`src/sv/four_digit_seven_segment_scanner_defines.svh`:
```
// ----------------------------------------------------------------------------
// Assertion macros for the four-digit seven-segment scanner
// Shared property wrappers; every check is clocked on the rising edge and is
// held off while the asynchronous active-low reset is asserted.
// ----------------------------------------------------------------------------
`ifndef FOUR_DIGIT_SEVEN_SEGMENT_SCANNER_DEFINES_SVH
`define FOUR_DIGIT_SEVEN_SEGMENT_SCANNER_DEFINES_SVH

// Check that holds in every cycle out of reset.
`define FDSS_ASSERT_ALWAYS(label, clk, rst_n, expr) \
  label: assert property (@(posedge clk) disable iff (!rst_n) (expr)) \
    else $error("scanner check failed");

// Check that the consequent holds in the cycle after the antecedent.
`define FDSS_ASSERT_NEXT(label, clk, rst_n, ante, cons) \
  label: assert property (@(posedge clk) disable iff (!rst_n) (ante) |=> (cons)) \
    else $error("scanner check failed");

`endif

```
`src/sv/fdss_pkg.sv`:
```
// ----------------------------------------------------------------------------
// Scanner package
// Register indexes, segment codes and the digit-to-segment table.
// ----------------------------------------------------------------------------
`default_nettype none

package fdss_pkg;

  // Number of multiplexed digits; the scanner's digit split is built for four.
  localparam int DigitCount = 4;

  // Segment codes, bits a..g then dp.
  localparam logic [7:0] SegDash  = 8'h40;
  localparam logic [7:0] SegDp    = 8'h80;
  localparam logic [7:0] SegBlank = 8'h00;

  // Reset value of the refresh period register.
  localparam logic [15:0] RefreshPeriodReset = 16'd15000;

  // Largest value that still shows as digits.
  localparam logic [15:0] MaxShown = 16'd9999;

  // Configuration register indexes.
  typedef enum logic [1:0] {
    CfgRefreshPeriod     = 2'd0,
    CfgSegmentsActiveLow = 2'd1,
    CfgDigitActiveHigh   = 2'd2,
    CfgScanRightToLeft   = 2'd3
  } cfg_index_e;

  // Seven-segment pattern of one decimal digit.
  function automatic logic [7:0] seg_pattern(input logic [3:0] digit);
    logic [7:0] pat;
    case (digit)
      4'd0: pat = 8'h3F;
      4'd1: pat = 8'h06;
      4'd2: pat = 8'h5B;
      4'd3: pat = 8'h4F;
      4'd4: pat = 8'h66;
      4'd5: pat = 8'h6D;
      4'd6: pat = 8'h7D;
      4'd7: pat = 8'h07;
      4'd8: pat = 8'h7F;
      4'd9: pat = 8'h6F;
      default: pat = SegBlank;
    endcase
    return pat;
  endfunction

endpackage

`default_nettype wire

```
`src/sv/four_digit_seven_segment_scanner.sv`:
```
// ----------------------------------------------------------------------------
// Four-digit seven-segment scanner
// Stores segment patterns for a four-digit number and scans the digits of a
// multiplexed display on prescaled timer ticks.
// ----------------------------------------------------------------------------
//
//   channel   direction  handshake               word
//   in        input      in_valid_i / in_stall_o mode, number, point, enable
//   out       output     out_valid_o/out_stall_i segment_lines, digit_lines
//   cfg       input      cfg_valid_i/cfg_ready_o register index and data
//
// One word is accepted per cycle while the input stall is low; it passes the input
// register, then digit split, pattern build and prescaler, into the output register.
// Reset clears patterns, prescaler and lines, sets the scan index to digit 3
// and loads the register reset values.
// A stalled result holds the result register, then the input register; the
// input stall rises only when both are full.
// ----------------------------------------------------------------------------
`default_nettype none

`include "four_digit_seven_segment_scanner_defines.svh"

module four_digit_seven_segment_scanner
  import fdss_pkg::*;
#(
  parameter int PRESCALE_WIDTH = 16
) (
  input  wire logic        clk_i,
  input  wire logic        rst_ni,

  input  wire logic        in_valid_i,
  output logic             in_stall_o,
  input  wire logic        mode_i,
  input  wire logic [15:0] number_i,
  input  wire logic [1:0]  point_position_i,
  input  wire logic        scan_enable_i,

  output logic             out_valid_o,
  input  wire logic        out_stall_i,
  output logic [7:0]       segment_lines_o,
  output logic [3:0]       digit_lines_o,

  input  wire logic        cfg_valid_i,
  output logic             cfg_ready_o,
  input  wire logic [1:0]  cfg_index_i,
  input  wire logic [15:0] cfg_data_i
);

  localparam int CmpWidth = (PRESCALE_WIDTH > 16) ? PRESCALE_WIDTH : 16;

  // Configuration registers.
  logic [15:0] refresh_period_q;
  logic        segments_active_low_q;
  logic        digit_active_high_q;
  logic        scan_right_to_left_q;

  // Input register.
  logic        in_valid_q;
  logic        mode_q;
  logic [15:0] number_q;
  logic [1:0]  point_q;
  logic        enable_q;

  // Display state.
  logic [7:0]                patterns_q [DigitCount];
  logic [7:0]                patterns_d [DigitCount];
  logic [1:0]                scan_index_q, scan_index_d;
  logic [PRESCALE_WIDTH-1:0] prescale_q, prescale_d;
  logic [7:0]                seg_drive_q, seg_drive_d;
  logic [3:0]                digit_drive_q, digit_drive_d;

  // Result register.
  logic       out_valid_q;
  logic [7:0] out_seg_q;
  logic [3:0] out_digit_q;

  logic out_blocked;
  logic advance;
  logic in_take;
  logic scan_fire;

  // Handshake: the input register drains whenever the result register can move.
  assign out_blocked = out_valid_q && out_stall_i;
  assign advance     = in_valid_q && !out_blocked;
  assign in_stall_o  = in_valid_q && out_blocked;
  assign in_take     = in_valid_i && !in_stall_o;
  assign cfg_ready_o = 1'b1;

  // Configuration writes.
  always_ff @(posedge clk_i or negedge rst_ni) begin
    if (!rst_ni) begin
      refresh_period_q      <= RefreshPeriodReset;
      segments_active_low_q <= 1'b0;
      digit_active_high_q   <= 1'b1;
      scan_right_to_left_q  <= 1'b0;
    end else if (cfg_valid_i) begin
      case (cfg_index_e'(cfg_index_i))
        CfgRefreshPeriod:     refresh_period_q      <= cfg_data_i;
        CfgSegmentsActiveLow: segments_active_low_q <= cfg_data_i[0];
        CfgDigitActiveHigh:   digit_active_high_q   <= cfg_data_i[0];
        CfgScanRightToLeft:   scan_right_to_left_q  <= cfg_data_i[0];
        default: ;
      endcase
    end
  end

  // Input register.
  always_ff @(posedge clk_i or negedge rst_ni) begin
    if (!rst_ni) begin
      in_valid_q <= 1'b0;
    end else if (in_take) begin
      in_valid_q <= 1'b1;
    end else if (advance) begin
      in_valid_q <= 1'b0;
    end
  end

  always_ff @(posedge clk_i) begin
    if (in_take) begin
      mode_q   <= mode_i;
      number_q <= number_i;
      point_q  <= point_position_i;
      enable_q <= scan_enable_i;
    end
  end

  // Decimal split by reciprocal multiplication; exact for values up to 9999.
  logic [13:0] num14;
  logic [26:0] prod1000, prod100, prod10;
  logic [3:0]  q1000;
  logic [6:0]  q100;
  logic [9:0]  q10;
  logic [13:0] q10x10;
  logic [9:0]  q100x10;
  logic [6:0]  q1000x10;
  logic [3:0]  digits [DigitCount];

  assign num14    = number_q[13:0];
  assign prod1000 = {13'd0, num14} * 27'd8389;
  assign prod100  = {13'd0, num14} * 27'd5243;
  assign prod10   = {13'd0, num14} * 27'd6554;
  assign q1000    = prod1000[26:23];
  assign q100     = prod100[25:19];
  assign q10      = prod10[25:16];

  assign q10x10   = 14'({q10, 3'b000}) + 14'({q10, 1'b0});
  assign q100x10  = 10'({q100, 3'b000}) + 10'({q100, 1'b0});
  assign q1000x10 = 7'({q1000, 3'b000}) + 7'({q1000, 1'b0});

  assign digits[0] = 4'(num14 - q10x10);
  assign digits[1] = 4'(q10 - q100x10);
  assign digits[2] = 4'(q100 - q1000x10);
  assign digits[3] = q1000;

  // Pattern build: table, leading-zero blanking or decimal point, dashes.
  logic [7:0] raw_pat [DigitCount];
  logic       over_range;

  assign over_range = number_q > MaxShown;

  always_comb begin
    for (int k = 0; k < DigitCount; k++) begin
      raw_pat[k] = seg_pattern(digits[k]);
    end
    if (point_q == 2'd0) begin
      if (digits[3] == 4'd0) begin
        raw_pat[3] = SegBlank;
        if (digits[2] == 4'd0) begin
          raw_pat[2] = SegBlank;
          if (digits[1] == 4'd0) begin
            raw_pat[1] = SegBlank;
          end
        end
      end
    end else begin
      raw_pat[point_q] = raw_pat[point_q] | SegDp;
    end
    if (over_range) begin
      for (int k = 0; k < DigitCount; k++) begin
        raw_pat[k] = SegDash;
      end
    end
  end

  // Prescaler limit saturates when the count is narrower than the period.
  logic [CmpWidth-1:0]       period_ext, mask_ext;
  logic [PRESCALE_WIDTH-1:0] limit;
  logic                      expired;

  assign period_ext = CmpWidth'(refresh_period_q);
  assign mask_ext   = CmpWidth'({PRESCALE_WIDTH{1'b1}});
  assign limit      = (period_ext > mask_ext) ? {PRESCALE_WIDTH{1'b1}}
                                              : PRESCALE_WIDTH'(period_ext);
  assign expired    = prescale_q >= limit;
  assign scan_fire  = advance && mode_q && expired && enable_q;

  // Next display state for the word in the input register.
  always_comb begin
    patterns_d    = patterns_q;
    scan_index_d  = scan_index_q;
    prescale_d    = prescale_q;
    seg_drive_d   = seg_drive_q;
    digit_drive_d = digit_drive_q;
    if (advance) begin
      if (!mode_q) begin
        for (int k = 0; k < DigitCount; k++) begin
          patterns_d[k] = segments_active_low_q ? ~raw_pat[k] : raw_pat[k];
        end
      end else if (expired) begin
        prescale_d = '0;
        if (enable_q) begin
          seg_drive_d   = patterns_q[scan_index_q];
          digit_drive_d = 4'b0001 << scan_index_q;
          scan_index_d  = scan_right_to_left_q ? scan_index_q + 2'd1
                                               : scan_index_q - 2'd1;
        end
      end else begin
        prescale_d = prescale_q + 1'b1;
      end
    end
  end

  always_ff @(posedge clk_i or negedge rst_ni) begin
    if (!rst_ni) begin
      for (int k = 0; k < DigitCount; k++) begin
        patterns_q[k] <= SegBlank;
      end
      scan_index_q  <= 2'd3;
      prescale_q    <= '0;
      seg_drive_q   <= 8'd0;
      digit_drive_q <= 4'd0;
    end else begin
      patterns_q    <= patterns_d;
      scan_index_q  <= scan_index_d;
      prescale_q    <= prescale_d;
      seg_drive_q   <= seg_drive_d;
      digit_drive_q <= digit_drive_d;
    end
  end

  // Result register: lines as they stand after this word, digit polarity applied.
  always_ff @(posedge clk_i or negedge rst_ni) begin
    if (!rst_ni) begin
      out_valid_q <= 1'b0;
    end else if (advance) begin
      out_valid_q <= 1'b1;
    end else if (!out_stall_i) begin
      out_valid_q <= 1'b0;
    end
  end

  always_ff @(posedge clk_i) begin
    if (advance) begin
      out_seg_q   <= seg_drive_d;
      out_digit_q <= digit_active_high_q ? digit_drive_d : ~digit_drive_d;
    end
  end

  assign out_valid_o     = out_valid_q;
  assign segment_lines_o = out_seg_q;
  assign digit_lines_o   = out_digit_q;

  // At most one digit is ever driven on.
  `FDSS_ASSERT_ALWAYS(a_one_digit_on, clk_i, rst_ni, $onehot0(digit_drive_q))
  // A scan drives exactly the digit that the scan index pointed at.
  `FDSS_ASSERT_NEXT(a_scan_digit, clk_i, rst_ni, scan_fire,
                    digit_drive_q == (4'b0001 << $past(scan_index_q)))
  // A word held behind a stalled result is not dropped.
  `FDSS_ASSERT_NEXT(a_hold_input, clk_i, rst_ni, in_valid_q && out_blocked, in_valid_q)
  // Every word that leaves the input register shows up as a result.
  `FDSS_ASSERT_NEXT(a_result_follows, clk_i, rst_ni, advance, out_valid_q)

endmodule

`default_nettype wire
```
`config.mk`:
```
export PLATFORM = sky130hd
export DESIGN_NAME = four_digit_seven_segment_scanner
export DESIGN_NICKNAME = d
export VERILOG_FILES = /design/src/sv/fdss_pkg.sv /design/src/sv/four_digit_seven_segment_scanner.sv
export VERILOG_INCLUDE_DIRS = /design/src /design/src/sv
export SDC_FILE = /design/constraint.sdc
export NUM_CORES = 1
export LEC_CHECK = 0
export BUFFER_PORTS_ARGS = -buffer_cell sky130_fd_sc_hd__buf_4
export CAP_MARGIN = 20
export CORE_MARGIN = 1
export CORE_UTILIZATION = 61
export CTS_BUF_LIST = sky130_fd_sc_hd__clkbuf_4
export DETAILED_ROUTE_END_ITERATION = 12
export PLACE_DENSITY_LB_ADDON = 0.3
export SYNTH_ARGS = -nofsm -noshare
export SYNTH_HDL_FRONTEND = slang
export SYNTH_SLANG_ARGS = --single-unit
```
`constraint.sdc`:
```
create_clock -name clk_i -period 9.1 [get_ports clk_i]
set_input_delay 1.365 -clock clk_i [delete_from_list [all_inputs] [get_ports clk_i]]
set_output_delay 1.365 -clock clk_i [all_outputs]
set_load 0.02 [all_outputs]
```
==> results_dict.tcl <==
set metrics [dict create \
    status "completed" \
    groute.usage.overall_pct 30.11 \
    antenna_found_initial 1 \
    drt-initial-drc-count 750 \
    finalCritPeriodShare_pct 93.26 \
    row_count 55 \
    min_path_type "register to register" \
    yosys_most_used_dff "dfrtp_1" \
    final-setup-viol-count 0 \
    rsz0062_at_grt "no" \
    yosysTopAreaCell "ha_1" \
    drive_gt1_share_pct 10.29 \
    portBuffers 56 \
    cap_violations 0 \
    cts_htree_levels 4 \
    grt_remaining_overflow 0 \
    top_level_ports 58 \
    dp_hpwl_mm 28.04 \
    synthXorXnorAreaFrac_pct 4.269 \
    start_util_pct 62.86 \
    reg2reg_depth 28 \
    cp-start-kind "register" \
    async_reset_ff_share_pct 72.17 \
    grt_pass1_wl_mm 56.11 \
    cp_common_cell "ha_1" \
    dr.pass1.iters 5 \
    slew_headroom_pct 27.33 \
    arrival_ns 8.92 \
    grt_pass1_vias 10870 \
    syn-num-nets 1914 \
    synth_compound_area_share_pct 11.88 \
    maxSlewViolCount 0 \
    tightest_slew_ns 1.090 \
    cp_slowest_cell "edfxtp_1" \
    worstPathMaxFanout 12 \
    synth_area_leaders "ha_1 (21%), fa_1 (17%), dfrtp_1 (13%)" \
    die_y_um 155.4 \
    cts_root_buf "clkbuf_4" \
    synth-seq-cells 115 \
    synthMuxAreaShare_pct 4.025 \
    layout_commonest_cell "inv_1" \
    cp_data_required_time_ns 9.54 \
    r2r-end "patterns_q[12]$_DFFE_PN0P_" \
    layout_min_cycle_time_ns 8.486 \
    synthAdderAreaFrac_pct 38.85 \
    viasPerCell 5.683 \
    avgSynthCellArea_sq_um 9.575 \
    synthSimpleGateAreaFrac_pct 10.24 \
    endpoint "patterns_q[12]$_DFFE_PN0P_" \
    hold_slack_ns 0.4919 \
    globalplace.congestion 0.9592 \
    dieArea_sq_um 24160 \
    reg2reg_slack_ns 0.61 \
    synth.distinct_cells 85 \
    rr_startpoint "number_q[5]$_DFFE_PP_" \
    vias 10670 \
    tritoncts "yes" \
    slowest_delay_ns 0.83 \
    startpoint "number_q[5]$_DFFE_PP_" \
    post_cts_buffers 0 \
    grt_start_max_net_pins 57 \
    clk_latency_ns 0.54 \
    cts_resized 0 \
    hold_viol 0 \
    core-area_sq_um 22850 \
    endpoint_kind "register" \
    ant_nets 0 \
    synth_top_family_by_area "adder cells" \
    nets 1965 \
    skew_ns 0.02968 \
    fmax_mhz 117.8 \
    wl_per_cell_um 18.14 \
    cts_hold_buf 0 \
    die_w_um 155.4 \
    netlist_instances 1500 \
    ys_warn_count 0 \
    synth_area_sq_um 14360 \
    ys_seq_area_share_pct 21.24 \
    clkTransAtPathRegs_ns 0.12 \
    wirelength_mm 34.07 \
    cts_buffers 17 \
    syn2layout_area_growth_pct 7.475 \
    cts.sinks 115 \
    tns_ns 0 \
    drc 0 \
    final_cell_mix "inv_1 (321), ha_1 (246), fa_1 (125)" \
    cts_buffer_depth 2 \
    synth-edff-count 32 \
    crit_type "register to register" \
    synth_top_area_share_pct 21.43 \
]
==> synthesized netlist by cell type, types with 5 or more instances <==
cell and count:
nand4_1 15, nand3_1 28, edfxtp_1 32, clkbuf_1 20, xnor2_1 44, a211o_1 5, o2111ai_1 5, nor2b_1 7
mux2i_1 18, o21ai_1 8, and3_1 12, a21o_1 20, o211ai_1 17, and2_1 10, o21ai_0 64, a21oi_1 52
nand2_1 115, o21a_1 7, fa_1 125, dfstp_2 10, ha_1 246, mux4_2 8, inv_1 321, nor2_1 49
a22o_1 5, or3_1 8, a31oi_1 5, buf_2 7, mux2_2 18, a211oi_1 6, o31ai_1 6, dfrtp_1 73
nor3_1 16, xor2_1 19, nand2b_1 13, a22oi_1 9
==> logic make-up after synthesis <==
| group | count (synthesis) |
|---|---|
| compound gates | 248 |
| xor+xnor | 66 |
| fa+ha+maj | 371 |
| buf+inv | 356 |
| flops | 115 |
| mux | 45 |
| other cells | 1 |
| simple gates | 298 |
==> state kept, by name (all words and copies together) (netlist names), 2 cells and up <==
| register | flops |
|---|---|
| seg_drive_q | 8 |
| digit_lines_o | 4 |
| scan_index_q | 2 |
| number_q | 16 |
| digit_drive_q | 4 |
| patterns_q | 32 |
| point_q | 2 |
| segment_lines_o | 8 |
| period_ext | 16 |
| prescale_q | 16 |
==> worst max-delay path, delay by kind of cell (launching register included) <==
kind | cells | cell delay (ns)
multiplexers | 1 | 0.38
adder cells (fa/ha/maj) | 8 | 2.83
flip-flops | 1 | 0.83
AO/OA/AOI/OAI | 7 | 1.66
AND/OR/NAND/NOR | 5 | 1.40
XOR/XNOR | 3 | 0.71
buffers and inverters | 4 | 0.58
==> metal layers <==
metal	GRT usage, %	share of wire (%)	up-vias	routed length, um
met1	41.65	45	5208	15440
met3	4.791	6.0	43	2059
met2	50.01	47	311	16060
met4	6.396	1.5	0	514
li1	-	-	5111	-
met5	0	0	-	0
==> how the worst min path moves through the flow <==
stage | slack, ns | cells after the start | startpoint | end
2_1_floorplan | 0.44 | 2 | patterns_q[0]$_DFFE_PN0P_ | patterns_q[0]$_DFFE_PN0P_
3_3_place_gp | 0.46 | 2 | patterns_q[3]$_DFFE_PN0P_ | patterns_q[3]$_DFFE_PN0P_
3_5_place_dp | 0.46 | 2 | patterns_q[5]$_DFFE_PN0P_ | patterns_q[5]$_DFFE_PN0P_
4_1_cts | 0.49 | 2 | patterns_q[0]$_DFFE_PN0P_ | patterns_q[0]$_DFFE_PN0P_
5_1_grt | 0.52 | 2 | patterns_q[15]$_DFFE_PN0P_ | patterns_q[15]$_DFFE_PN0P_
6_report | 0.49 | 2 | patterns_q[15]$_DFFE_PN0P_ | patterns_q[15]$_DFFE_PN0P_
==> final cells by class <==
| cell class | instances | area (sq um) |
|---|---|---|
| multi-input combinational | 1029 | 9965 |
| antenna | 1 | 2.502 |
| clock inverter | 15 | 195.2 |
| timing repair buffer | 66 | 495.5 |
| sequential | 115 | 3050 |
| clock buffer | 17 | 127.6 |
| tap | 313 | 391.6 |
| fill | 1810 | 7411 |
| inverter | 322 | 1209 |
==> through the flow <==
step	cell area, sq um	worst slack, ns	std cells	util [%]
6_report	15440	0.6138	1878	67.56
3_5_place_dp	15110	0.7584	1845	66.14
5_1_grt	15440	0.1713	1878	67.56
3_3_place_gp	15110	1.058	1845	66.14
4_1_cts	15430	0.7098	1877	67.55
2_1_floorplan	14360	1.987	1500	-
Power is not shown: default switching activity piles up to over one toggle a cycle in this logic, so the estimate is an artifact.
